===== src/rtl/core/bfa_pkg.sv =====
package bfa_pkg;

    localparam int MAX_BINS = 21;

    // magnitude cutoffs, coarsest first
    localparam logic [63:0] CUTOFF [MAX_BINS] = '{
        $realtobits(2.0),    $realtobits(3e-16),  $realtobits(3e-32),
        $realtobits(3e-48),  $realtobits(3e-64),  $realtobits(3e-80),
        $realtobits(3e-96),  $realtobits(3e-112), $realtobits(3e-128),
        $realtobits(3e-144), $realtobits(3e-160), $realtobits(3e-176),
        $realtobits(3e-192), $realtobits(3e-208), $realtobits(3e-224),
        $realtobits(3e-240), $realtobits(3e-256), $realtobits(3e-272),
        $realtobits(3e-288), $realtobits(3e-304), $realtobits(3e-308)
    };

    localparam logic [1:0] OP_ACC   = 2'd0;
    localparam logic [1:0] OP_READ  = 2'd1;
    localparam logic [1:0] OP_CLEAR = 2'd2;
    localparam logic [1:0] OP_SPARE = 2'd3;

    // register index (word address bit) of the mode register
    localparam logic REG_CAREFUL = 1'b0;

    localparam logic [63:0] DEFAULT_NAN = 64'hFFF8_0000_0000_0000;

    typedef enum logic [3:0] {
        ST_IDLE,
        ST_ACC_LOAD,
        ST_ACC_WAIT,
        ST_SW_LOAD,
        ST_SW_CMP,
        ST_SW_ADD,
        ST_SW_WAIT,
        ST_RD_ADD,
        ST_RD_WAIT,
        ST_OUT
    } t_state;

    // x < c for a positive finite constant c
    function automatic logic f_lt_pos(input logic [63:0] x, input logic [63:0] c);
        logic is_nan;
        is_nan = (x[62:52] == 11'h7FF) && (x[51:0] != 52'd0);
        return !is_nan && (x[63] || (x[62:0] < c[62:0]));
    endfunction

    // x > c for a positive finite constant c
    function automatic logic f_gt_pos(input logic [63:0] x, input logic [63:0] c);
        logic is_nan;
        is_nan = (x[62:52] == 11'h7FF) && (x[51:0] != 52'd0);
        return !is_nan && !x[63] && (x[62:0] > c[62:0]);
    endfunction

endpackage


===== src/rtl/core/binned_float_accumulator_unit.sv =====
// accumulate: add the term into its destination bin, then sweep the bins in use from
// finest to coarsest, carrying any bin above its cutoff into the next coarser bin
// (each double add goes through the shared adder); a dropped term skips the first add
// read: sum the bins in use, finest first, then output; clear and unused opcodes: no add
// one item at a time, taken only while idle; one five-stage double adder for all steps
// reset (synchronous, active low) zeroes all bins through their valid bits and sets
// careful mode; the result register may keep one beat while the next item is taken
module binned_float_accumulator_unit
    import bfa_pkg::*;
#(
    parameter int NUM_BINS = 21
) (
    input  logic        i_clk,
    input  logic        i_rst_n,
    // stream in
    input  logic        i_s_axis_tvalid,
    output logic        o_s_axis_tready,
    input  logic [63:0] i_s_axis_tdata,   // [63:0] term_bits
    input  logic [1:0]  i_s_axis_tuser,   // [1:0] opcode
    // stream out
    output logic        o_m_axis_tvalid,
    input  logic        i_m_axis_tready,
    output logic [63:0] o_m_axis_tdata,   // [63:0] sum_bits
    // register port
    input  logic        psel,
    input  logic        penable,
    input  logic        pwrite,
    input  logic [2:0]  paddr,
    input  logic [31:0] pwdata,
    output logic [31:0] prdata,
    output logic        pready
);

    localparam int IW = (NUM_BINS > 1) ? $clog2(NUM_BINS) : 1;

    t_state r_state, n_state;

    logic [IW-1:0] r_idx, n_idx;
    logic [63:0]   r_term, n_term;
    logic [63:0]   r_cur, n_cur;        // running sweep value of the bin at r_idx
    logic [63:0]   r_acc, n_acc;        // read total
    logic [63:0]   r_opa, n_opa, r_opb, n_opb;
    logic          r_start, n_start;
    logic          r_careful;
    logic          r_out_vld, n_out_vld;
    logic [63:0]   r_out, n_out;

    // bin store: one read and one write address per cycle
    logic [63:0]         r_bin [NUM_BINS];
    logic [NUM_BINS-1:0] r_bin_vld;
    logic                w_we, w_clr_one, w_clr_all;
    logic [63:0]         w_wdata;
    logic [63:0]         rd_bin;

    logic        add_busy, add_done;
    logic [63:0] add_res;

    logic [IW-1:0] top_idx;
    logic [IW-1:0] tgt;
    logic          tgt_hit;
    logic          s_beat, m_beat, cfg_wr;
    logic [63:0]   cut_cur;

    assign top_idx = r_careful ? IW'(NUM_BINS - 1) : IW'(1);
    assign rd_bin  = r_bin_vld[r_idx] ? r_bin[r_idx] : 64'd0;
    assign cut_cur = CUTOFF[r_idx];

    // destination bin: finest in use whose cutoff is above the term
    always_comb begin
        tgt     = '0;
        tgt_hit = 1'b0;
        for (int k = 0; k < NUM_BINS; k++) begin
            if (IW'(k) <= top_idx && f_lt_pos(i_s_axis_tdata, CUTOFF[k])) begin
                tgt     = IW'(k);
                tgt_hit = 1'b1;
            end
        end
    end

    bfa_fp_add u_add (
        .i_clk   (i_clk),
        .i_rst_n (i_rst_n),
        .i_start (r_start),
        .i_a     (r_opa),
        .i_b     (r_opb),
        .o_busy  (add_busy),
        .o_done  (add_done),
        .o_res   (add_res)
    );

    assign o_s_axis_tready = (r_state == ST_IDLE);
    assign s_beat          = i_s_axis_tvalid && o_s_axis_tready;
    assign m_beat          = r_out_vld && i_m_axis_tready;

    // sequencer
    always_comb begin
        n_state   = r_state;
        n_idx     = r_idx;
        n_term    = r_term;
        n_cur     = r_cur;
        n_acc     = r_acc;
        n_opa     = r_opa;
        n_opb     = r_opb;
        n_start   = 1'b0;
        n_out_vld = m_beat ? 1'b0 : r_out_vld;
        n_out     = r_out;
        w_we      = 1'b0;
        w_clr_one = 1'b0;
        w_clr_all = 1'b0;
        w_wdata   = add_res;
        unique case (r_state)
            ST_IDLE: begin
                if (s_beat) begin
                    unique case (i_s_axis_tuser)
                        OP_ACC: begin
                            n_term = i_s_axis_tdata;
                            if (tgt_hit) begin
                                n_idx   = tgt;
                                n_state = ST_ACC_LOAD;
                            end else begin
                                // large or NaN term is dropped, sweep still runs
                                n_idx   = top_idx;
                                n_state = ST_SW_LOAD;
                            end
                        end
                        OP_READ: begin
                            n_acc   = 64'd0;
                            n_idx   = top_idx;
                            n_state = ST_RD_ADD;
                        end
                        OP_CLEAR: begin
                            w_clr_all = 1'b1;
                        end
                        default: begin
                        end
                    endcase
                end
            end
            ST_ACC_LOAD: begin
                n_opa   = rd_bin;
                n_opb   = r_term;
                n_start = 1'b1;
                n_state = ST_ACC_WAIT;
            end
            ST_ACC_WAIT: begin
                if (add_done) begin
                    w_we    = 1'b1;
                    n_idx   = top_idx;
                    n_state = ST_SW_LOAD;
                end
            end
            ST_SW_LOAD: begin
                n_cur   = rd_bin;
                n_state = ST_SW_CMP;
            end
            ST_SW_CMP: begin
                n_idx = r_idx - IW'(1);
                if (f_gt_pos(r_cur, cut_cur)) begin
                    // carry into the next coarser bin
                    w_clr_one = 1'b1;
                    n_state   = ST_SW_ADD;
                end else if (r_idx == IW'(1)) begin
                    n_state = ST_IDLE;
                end else begin
                    n_state = ST_SW_LOAD;
                end
            end
            ST_SW_ADD: begin
                n_opa   = rd_bin;
                n_opb   = r_cur;
                n_start = 1'b1;
                n_state = ST_SW_WAIT;
            end
            ST_SW_WAIT: begin
                if (add_done) begin
                    w_we  = 1'b1;
                    n_cur = add_res;
                    n_state = (r_idx == '0) ? ST_IDLE : ST_SW_CMP;
                end
            end
            ST_RD_ADD: begin
                n_opa   = r_acc;
                n_opb   = rd_bin;
                n_start = 1'b1;
                n_state = ST_RD_WAIT;
            end
            ST_RD_WAIT: begin
                if (add_done) begin
                    n_acc = add_res;
                    if (r_idx == '0) begin
                        n_state = ST_OUT;
                    end else begin
                        n_idx   = r_idx - IW'(1);
                        n_state = ST_RD_ADD;
                    end
                end
            end
            ST_OUT: begin
                if (!r_out_vld || m_beat) begin
                    n_out_vld = 1'b1;
                    n_out     = r_acc;
                    n_state   = ST_IDLE;
                end
            end
            default: begin
                n_state = ST_IDLE;
            end
        endcase
    end

    always_ff @(posedge i_clk) begin
        if (!i_rst_n) begin
            r_state   <= ST_IDLE;
            r_start   <= 1'b0;
            r_out_vld <= 1'b0;
            r_idx     <= '0;
        end else begin
            r_state   <= n_state;
            r_start   <= n_start;
            r_out_vld <= n_out_vld;
            r_idx     <= n_idx;
        end
    end

    always_ff @(posedge i_clk) begin
        r_term <= n_term;
        r_cur  <= n_cur;
        r_acc  <= n_acc;
        r_opa  <= n_opa;
        r_opb  <= n_opb;
        r_out  <= n_out;
    end

    // bin payload and valid bits; an invalid bin reads as +0.0
    always_ff @(posedge i_clk) begin
        if (w_we) begin
            r_bin[r_idx] <= w_wdata;
        end
    end

    always_ff @(posedge i_clk) begin
        if (!i_rst_n || w_clr_all) begin
            r_bin_vld <= '0;
        end else if (w_we) begin
            r_bin_vld[r_idx] <= 1'b1;
        end else if (w_clr_one) begin
            r_bin_vld[r_idx] <= 1'b0;
        end
    end

    assign o_m_axis_tvalid = r_out_vld;
    assign o_m_axis_tdata  = r_out;

    // register port, decoded by word index
    assign pready = 1'b1;
    assign cfg_wr = psel && penable && pwrite && pready;
    assign prdata = (paddr[2] == REG_CAREFUL) ? {31'd0, r_careful} : 32'd0;

    always_ff @(posedge i_clk) begin
        if (!i_rst_n) begin
            r_careful <= 1'b1;
        end else if (cfg_wr && paddr[2] == REG_CAREFUL) begin
            r_careful <= pwdata[0];
        end
    end

    // the adder is only started when it holds no other operation
    a_add_free: assert property (@(posedge i_clk) disable iff (!i_rst_n)
        r_start |-> !add_busy)
        else $error("adder started while busy");

    // a result only arrives while the sequencer waits for one
    a_done_wait: assert property (@(posedge i_clk) disable iff (!i_rst_n)
        add_done |-> (r_state == ST_ACC_WAIT || r_state == ST_SW_WAIT ||
                      r_state == ST_RD_WAIT))
        else $error("adder result with no waiting step");

    // bin index stays within the store
    a_idx_range: assert property (@(posedge i_clk) disable iff (!i_rst_n)
        r_state != ST_IDLE |-> {1'b0, r_idx} < (IW + 1)'(NUM_BINS))
        else $error("bin index out of range");

    // a pending result beat holds until taken
    a_out_hold: assert property (@(posedge i_clk) disable iff (!i_rst_n)
        $past(r_out_vld && !i_m_axis_tready) |-> (r_out_vld && $stable(r_out)))
        else $error("pending result lost");

endmodule


===== src/rtl/core/bfa_fp_add.sv =====
module bfa_fp_add
    import bfa_pkg::*;
(
    input  logic        i_clk,
    input  logic        i_rst_n,
    input  logic        i_start,
    input  logic [63:0] i_a,
    input  logic [63:0] i_b,
    output logic        o_busy,
    output logic        o_done,
    output logic [63:0] o_res
);

    logic [4:0] r_vld;

    // stage 1: unpack, order by magnitude, specials
    logic        r1_spec, r1_sign, r1_sub;
    logic [63:0] r1_spec_val;
    logic [10:0] r1_ea;
    logic [55:0] r1_ma, r1_mb;
    logic [5:0]  r1_d;

    // stage 2: aligned operands
    logic        r2_spec, r2_sign, r2_sub;
    logic [63:0] r2_spec_val;
    logic [10:0] r2_ea;
    logic [55:0] r2_ma, r2_mb;

    // stage 3: raw sum
    logic        r3_spec, r3_sign, r3_sub;
    logic [63:0] r3_spec_val;
    logic [10:0] r3_ea;
    logic [56:0] r3_sum;

    // stage 4: shift amount
    logic        r4_spec, r4_sign, r4_sub, r4_zero;
    logic [63:0] r4_spec_val;
    logic [10:0] r4_ea;
    logic [56:0] r4_sum;
    logic [5:0]  r4_sh;

    logic [63:0] r_res;

    // stage 1 logic
    logic        a_nan, b_nan, a_inf, b_inf, swap;
    logic [63:0] big, sml;
    logic [10:0] eb_f, es_f, eb, es, ed;
    logic        s1_spec;
    logic [63:0] s1_val;

    always_comb begin
        a_nan = (i_a[62:52] == 11'h7FF) && (i_a[51:0] != 52'd0);
        b_nan = (i_b[62:52] == 11'h7FF) && (i_b[51:0] != 52'd0);
        a_inf = (i_a[62:0] == {11'h7FF, 52'd0});
        b_inf = (i_b[62:0] == {11'h7FF, 52'd0});
        swap  = i_a[62:0] < i_b[62:0];
        big   = swap ? i_b : i_a;
        sml   = swap ? i_a : i_b;
        eb_f  = big[62:52];
        es_f  = sml[62:52];
        eb    = (eb_f == 11'd0) ? 11'd1 : eb_f;
        es    = (es_f == 11'd0) ? 11'd1 : es_f;
        ed    = eb - es;
        s1_spec = 1'b1;
        s1_val  = 64'd0;
        priority if (a_nan) begin
            s1_val = i_a | (64'd1 << 51);
        end else if (b_nan) begin
            s1_val = i_b | (64'd1 << 51);
        end else if (a_inf && b_inf && (i_a[63] != i_b[63])) begin
            s1_val = DEFAULT_NAN;
        end else if (a_inf) begin
            s1_val = i_a;
        end else if (b_inf) begin
            s1_val = i_b;
        end else begin
            s1_spec = 1'b0;
        end
    end

    always_ff @(posedge i_clk) begin
        r1_spec     <= s1_spec;
        r1_spec_val <= s1_val;
        r1_sign     <= big[63];
        r1_sub      <= big[63] ^ sml[63];
        r1_ea       <= eb;
        r1_ma       <= {(eb_f != 11'd0), big[51:0], 3'b000};
        r1_mb       <= {(es_f != 11'd0), sml[51:0], 3'b000};
        r1_d        <= (ed > 11'd63) ? 6'd63 : ed[5:0];
    end

    // stage 2 logic: right shift with sticky
    logic [119:0] ext;
    always_comb begin
        ext = {r1_mb, 64'd0} >> r1_d;
    end

    always_ff @(posedge i_clk) begin
        r2_spec     <= r1_spec;
        r2_spec_val <= r1_spec_val;
        r2_sign     <= r1_sign;
        r2_sub      <= r1_sub;
        r2_ea       <= r1_ea;
        r2_ma       <= r1_ma;
        r2_mb       <= {ext[119:65], ext[64] | (|ext[63:0])};
    end

    always_ff @(posedge i_clk) begin
        r3_spec     <= r2_spec;
        r3_spec_val <= r2_spec_val;
        r3_sign     <= r2_sign;
        r3_sub      <= r2_sub;
        r3_ea       <= r2_ea;
        r3_sum      <= r2_sub ? ({1'b0, r2_ma} - {1'b0, r2_mb})
                              : ({1'b0, r2_ma} + {1'b0, r2_mb});
    end

    // stage 4 logic: leading zero count, limited by exponent
    logic [5:0]  lz;
    logic [10:0] emax;
    logic [5:0]  r4_sh_n;
    always_comb begin
        lz = 6'd56;
        for (int k = 0; k < 56; k++) begin
            if (r3_sum[k]) lz = 6'(55 - k);
        end
        emax = r3_ea - 11'd1;
        r4_sh_n = ({5'd0, lz} > emax) ? emax[5:0] : lz;
    end

    always_ff @(posedge i_clk) begin
        r4_spec     <= r3_spec;
        r4_spec_val <= r3_spec_val;
        r4_sign     <= r3_sign;
        r4_sub      <= r3_sub;
        r4_ea       <= r3_ea;
        r4_sum      <= r3_sum;
        r4_zero     <= (r3_sum == 57'd0);
        r4_sh       <= r4_sh_n;
    end

    // stage 5 logic: normalize and round to nearest even
    logic [55:0] m;
    logic [11:0] e;
    logic [10:0] ef;
    logic        inc;
    logic [62:0] body;
    logic [63:0] s5_res;
    always_comb begin
        if (r4_sum[56]) begin
            m = {r4_sum[56:2], r4_sum[1] | r4_sum[0]};
            e = {1'b0, r4_ea} + 12'd1;
        end else begin
            m = r4_sum[55:0] << r4_sh;
            e = {1'b0, r4_ea} - {6'd0, r4_sh};
        end
        ef   = m[55] ? e[10:0] : 11'd0;
        inc  = m[2] & (m[1] | m[0] | m[3]);
        body = {ef, m[54:3]} + {62'd0, inc};
        if (r4_spec) begin
            s5_res = r4_spec_val;
        end else if (r4_zero) begin
            s5_res = {r4_sign & ~r4_sub, 63'd0};
        end else if (e >= 12'd2047) begin
            s5_res = {r4_sign, 11'h7FF, 52'd0};
        end else begin
            s5_res = {r4_sign, body};
        end
    end

    always_ff @(posedge i_clk) begin
        r_res <= s5_res;
    end

    always_ff @(posedge i_clk) begin
        if (!i_rst_n) begin
            r_vld <= 5'd0;
        end else begin
            r_vld <= {r_vld[3:0], i_start};
        end
    end

    assign o_busy = |r_vld[3:0];
    assign o_done = r_vld[4];
    assign o_res  = r_res;

endmodule


===== config.mk =====
export PLATFORM = sky130hd
export DESIGN_NAME = binned_float_accumulator_unit
export DESIGN_NICKNAME = d
export VERILOG_FILES = /design/src/rtl/core/bfa_pkg.sv /design/src/rtl/core/binned_float_accumulator_unit.sv /design/src/rtl/core/bfa_fp_add.sv
export SDC_FILE = /design/constraint.sdc
export NUM_CORES = 2
export LEC_CHECK = 0
export BUFFER_PORTS_ARGS = -buffer_cell sky130_fd_sc_hd__buf_2
export CORE_MARGIN = 4
export CORE_UTILIZATION = 60
export CTS_BUF_LIST = sky130_fd_sc_hd__clkbuf_16
export CTS_CLUSTER_SIZE = 24
export DETAILED_ROUTE_END_ITERATION = 8
export PLACE_DENSITY = 0.79
export SETUP_SLACK_MARGIN = 0.15
export SYNTH_ARGS = -nofsm -noshare
export SYNTH_HDL_FRONTEND = slang
export SYNTH_SLANG_ARGS = --single-unit

===== constraint.sdc =====
create_clock -name i_clk -period 13.2 [get_ports i_clk]
set_input_delay 0.66 -clock i_clk [delete_from_list [all_inputs] [get_ports i_clk]]
set_output_delay 0.66 -clock i_clk [all_outputs]
set_load 0.02 [all_outputs]

==> impl_metrics.toml <==
[sta]
worstMarginPinSlew_ns = 1.35
period_share = 0.536
setup-violations-final = 0
timing.final.crit_period_ns = 7.08
finalHoldViolations = 0
grt_setup_unrepaired = "no"
fmax_mhz = 141
max_slew_margin = 0.0984
drv_slew = 0
setup_tns_ns = 0
finClkSkew_ns = 0.0715

[place]
portBuffers = 141
gp_congestion = 1.03
hpwl_mm = 253
dp_cells = 10643

[yosys]
postSynthAreaPerCell_um2 = 13.3
synth_edf_count = 1728
yosysTopAreaCell = "edfxtp_1"
mappedNetlistArea_mm2 = 0.112
yosys_register_bits = 2489
syn_inst = 8406
synthMostInstantiatedCell = "edfxtp_1"
synthTopCellsByCount = "edfxtp_1, dfxtp_1, nand2_1"
synthTopCellsByArea = "edfxtp_1, dfxtp_1, mux4_2"
synth-main-ff-cell = "edfxtp_1"
synthArstFlopShare = 0
netlist-cell-type-count = 111
synth_top_area_share = 0.465
ys_warn_count = 0
ys_seq_area_frac = 0.602

[floorplan]
dieWidth_um = 439
fp.dieH_um = 439
die-area_mm2 = 0.193
start_util = 0.602
core_mm2 = 0.185
io_pins = 207
num_rows = 158

[setup_path]
crit_chain = "inv_1 -> ha_1 -> nor2_1 -> a21o_1 -> o21ai_0 -> o21ai_0 -> ha_1 -> nand4_1 -> nor4_1 -> nand2_1 -> nor3_1 -> and3_1 -> a21oi_1 -> and3_1 -> o211ai_1 -> nand3_1 -> a41oi_1"
startpoint_type = "flop"
cp_max_fo = 23
max_stage_delay_ns = 0.93
end_kind = "flop"
required_ns = 13.97
reg2reg_setup_slack_ns = 6.12
crit_path_top_delay_cell = "dfxtp_1"
crit_arrival_ns = 7.85
critPathKind = "reg2reg"
r2r_cells = 17

[finish]
fillers = 12803
stdcell_count = 11086
drive_gt1_frac = 0.161
fin_nets = 8786
syn_to_final_growth_pct = 9.43
fin_util = 0.659

[cts]
clock_sinks = 2489
path_clk_slew_ns = 0.06
ctsHoldBuffers = 0
cts_tree = "built"
cts_setup_buffers = 0
cts_root_buf = "clkbuf_16"
clock_path_buffers = 3
cts_buffers = 230
htreeDepth = 4
post_cts_resized = 0
clk_latency_ns = 0.92

[outcome]
status = "complete, no violations"

[global_routing]
grt_antenna_before_repair = 28
grt_max_degree = 118
grt_pass1_vias = 74847
grt_util_all_layers = 0.397
grt_overflow = 0
grt_pass1_wl_mm = 549

[hold_path]
hp-class = "in2reg"
worstHoldPathCells = 3

[detailed_routing]
drc_errors = 0
vias = 77953
drt_iter0_markers = 13005
drt-wirelength-per-cell_um = 34.9
routed_wl_mm = 387
avgViaCountPerCell = 7.03
final_antenna_net_count = 0
first_pass_iters = 8

[power_and_ir_drop]
leakage_nw = 42.1
p_per_area_mw_per_mm2 = 232
peakVddDrop_mv = 0.225

[job]
cap_violations = 0
==> power by group <==
group / internal, W / switching (W) / leakage (nW)
Clock: 0.00366 / 0.00305 / 3.92
Combinational: 0.00375 / 0.00621 / 16.2
Sequential: 0.00984 / 0.00182 / 22.0
Total: 0.0173 / 0.0111 / 42.1
==> layout by cell type (no fill, tap or decap), types with 80 or more instances in the layout <==
cell type / n
edfxtp_1: 1728
dfxtp_1: 744
nand2_1: 663
nor2_1: 548
o21ai_0: 533
mux4_2: 500
a21oi_1: 395
inv_1: 301
ha_1: 280
clkbuf_16: 232
mux2i_1: 197
mux2_2: 176
buf_2: 141
nand3_1: 115
nor3_1: 113
buf_4: 113
nor4_1: 103
and2_1: 101
xnor2_1: 95
nand4_1: 87
a21o_1: 87
nand2b_1: 80
==> flip-flops by register name, indices dropped and copies added (netlist names), 11 cells and up, named ones only <==
name               cells
u_add.r3_sum          57
u_add.r1_ea           11
o_m_axis_tdata        64
u_add.r1_mb           53
u_add.r4_spec_val     64
u_add.r2_mb           56
r_acc                 64
u_add.r4_sum          57
r_opa                 64
r_cur                 64
r_opb                 64
u_add.r2_ea           11
u_add.r1_ma           53
r_bin               1344
u_add.o_res           64
r_term                64
u_add.r2_spec_val     64
u_add.r3_ea           11
u_add.r4_ea           11
u_add.r3_spec_val     64
u_add.r2_ma           53
u_add.r1_spec_val     64
==> per-layer routing <==
metal,routed length [um],track usage
met1,140000,0.528
met4,30400,0.245
met3,41800,0.0782
met5,119,0.000756
met2,175000,0.608
==> cell families (layout without fill, tap and decap cells) <==
kind of cell / after synthesis / count (layout) / synth area share
flip-flops: 2489 / 2489 / 0.602
multiplexers: 878 / 878 / 0.137
adder cells (fa/ha/maj): 283 / 283 / 0.0319
XOR/XNOR: 133 / 133 / 0.0104
other: 2 / 40 / 0.0000673
buffers and inverters: 780 / 942 / 0.0293
AO/OA/AOI/OAI: 1748 / 1748 / 0.101
AND/OR/NAND/NOR: 2093 / 2093 / 0.0891
==> worst max-delay path, delay by kind of cell, from the launching register on <==
kind	cells	cell delay [ns]
AO/OA/AOI/OAI	6	1.46
flip-flops	1	0.93
buffers and inverters	1	0.42
adder cells (fa/ha/maj)	2	1.25
AND/OR/NAND/NOR	8	2.87
==> path summary, 6_finish.rpt <==
path	from	end
setup reg to reg	r_idx[1]	flop
hold / removal	pwdata[0]	r_careful
setup / recovery	r_idx[1]	flop
hold reg to reg	u_add.r3_spec_val[41]	u_add.r4_spec_val[41]
==> layout make-up <==
| cell class | instances | area [um2] | area share |
|---|---|---|---|
| antenna | 8 | 20.0 | 0.000164 |
| tap | 2480 | 3100 | 0.0254 |
| inverter | 247 | 930 | 0.00761 |
| timing repair buffer | 260 | 1670 | 0.0137 |
| clock inverter | 203 | 1820 | 0.0149 |
| sequential | 2489 | 67200 | 0.550 |
| multi-input combinational | 5167 | 41600 | 0.341 |
| clock buffer | 232 | 5810 | 0.0476 |
==> stage by stage <==
stage	hold slack, ns	area (um2)	power [W]	setup WS (ns)
finish	0.0455	122000	0.0283	6.12
global placement	0.310	114000	0.0211	6.55
global route	0.0383	122000	0.0294	5.92
CTS	0.00657	122000	0.0280	6.39
detailed placement	0.312	114000	0.0213	6.49
floorplan	0.310	112000	0.0175	7.15
(Power assumes the default switching activity.)
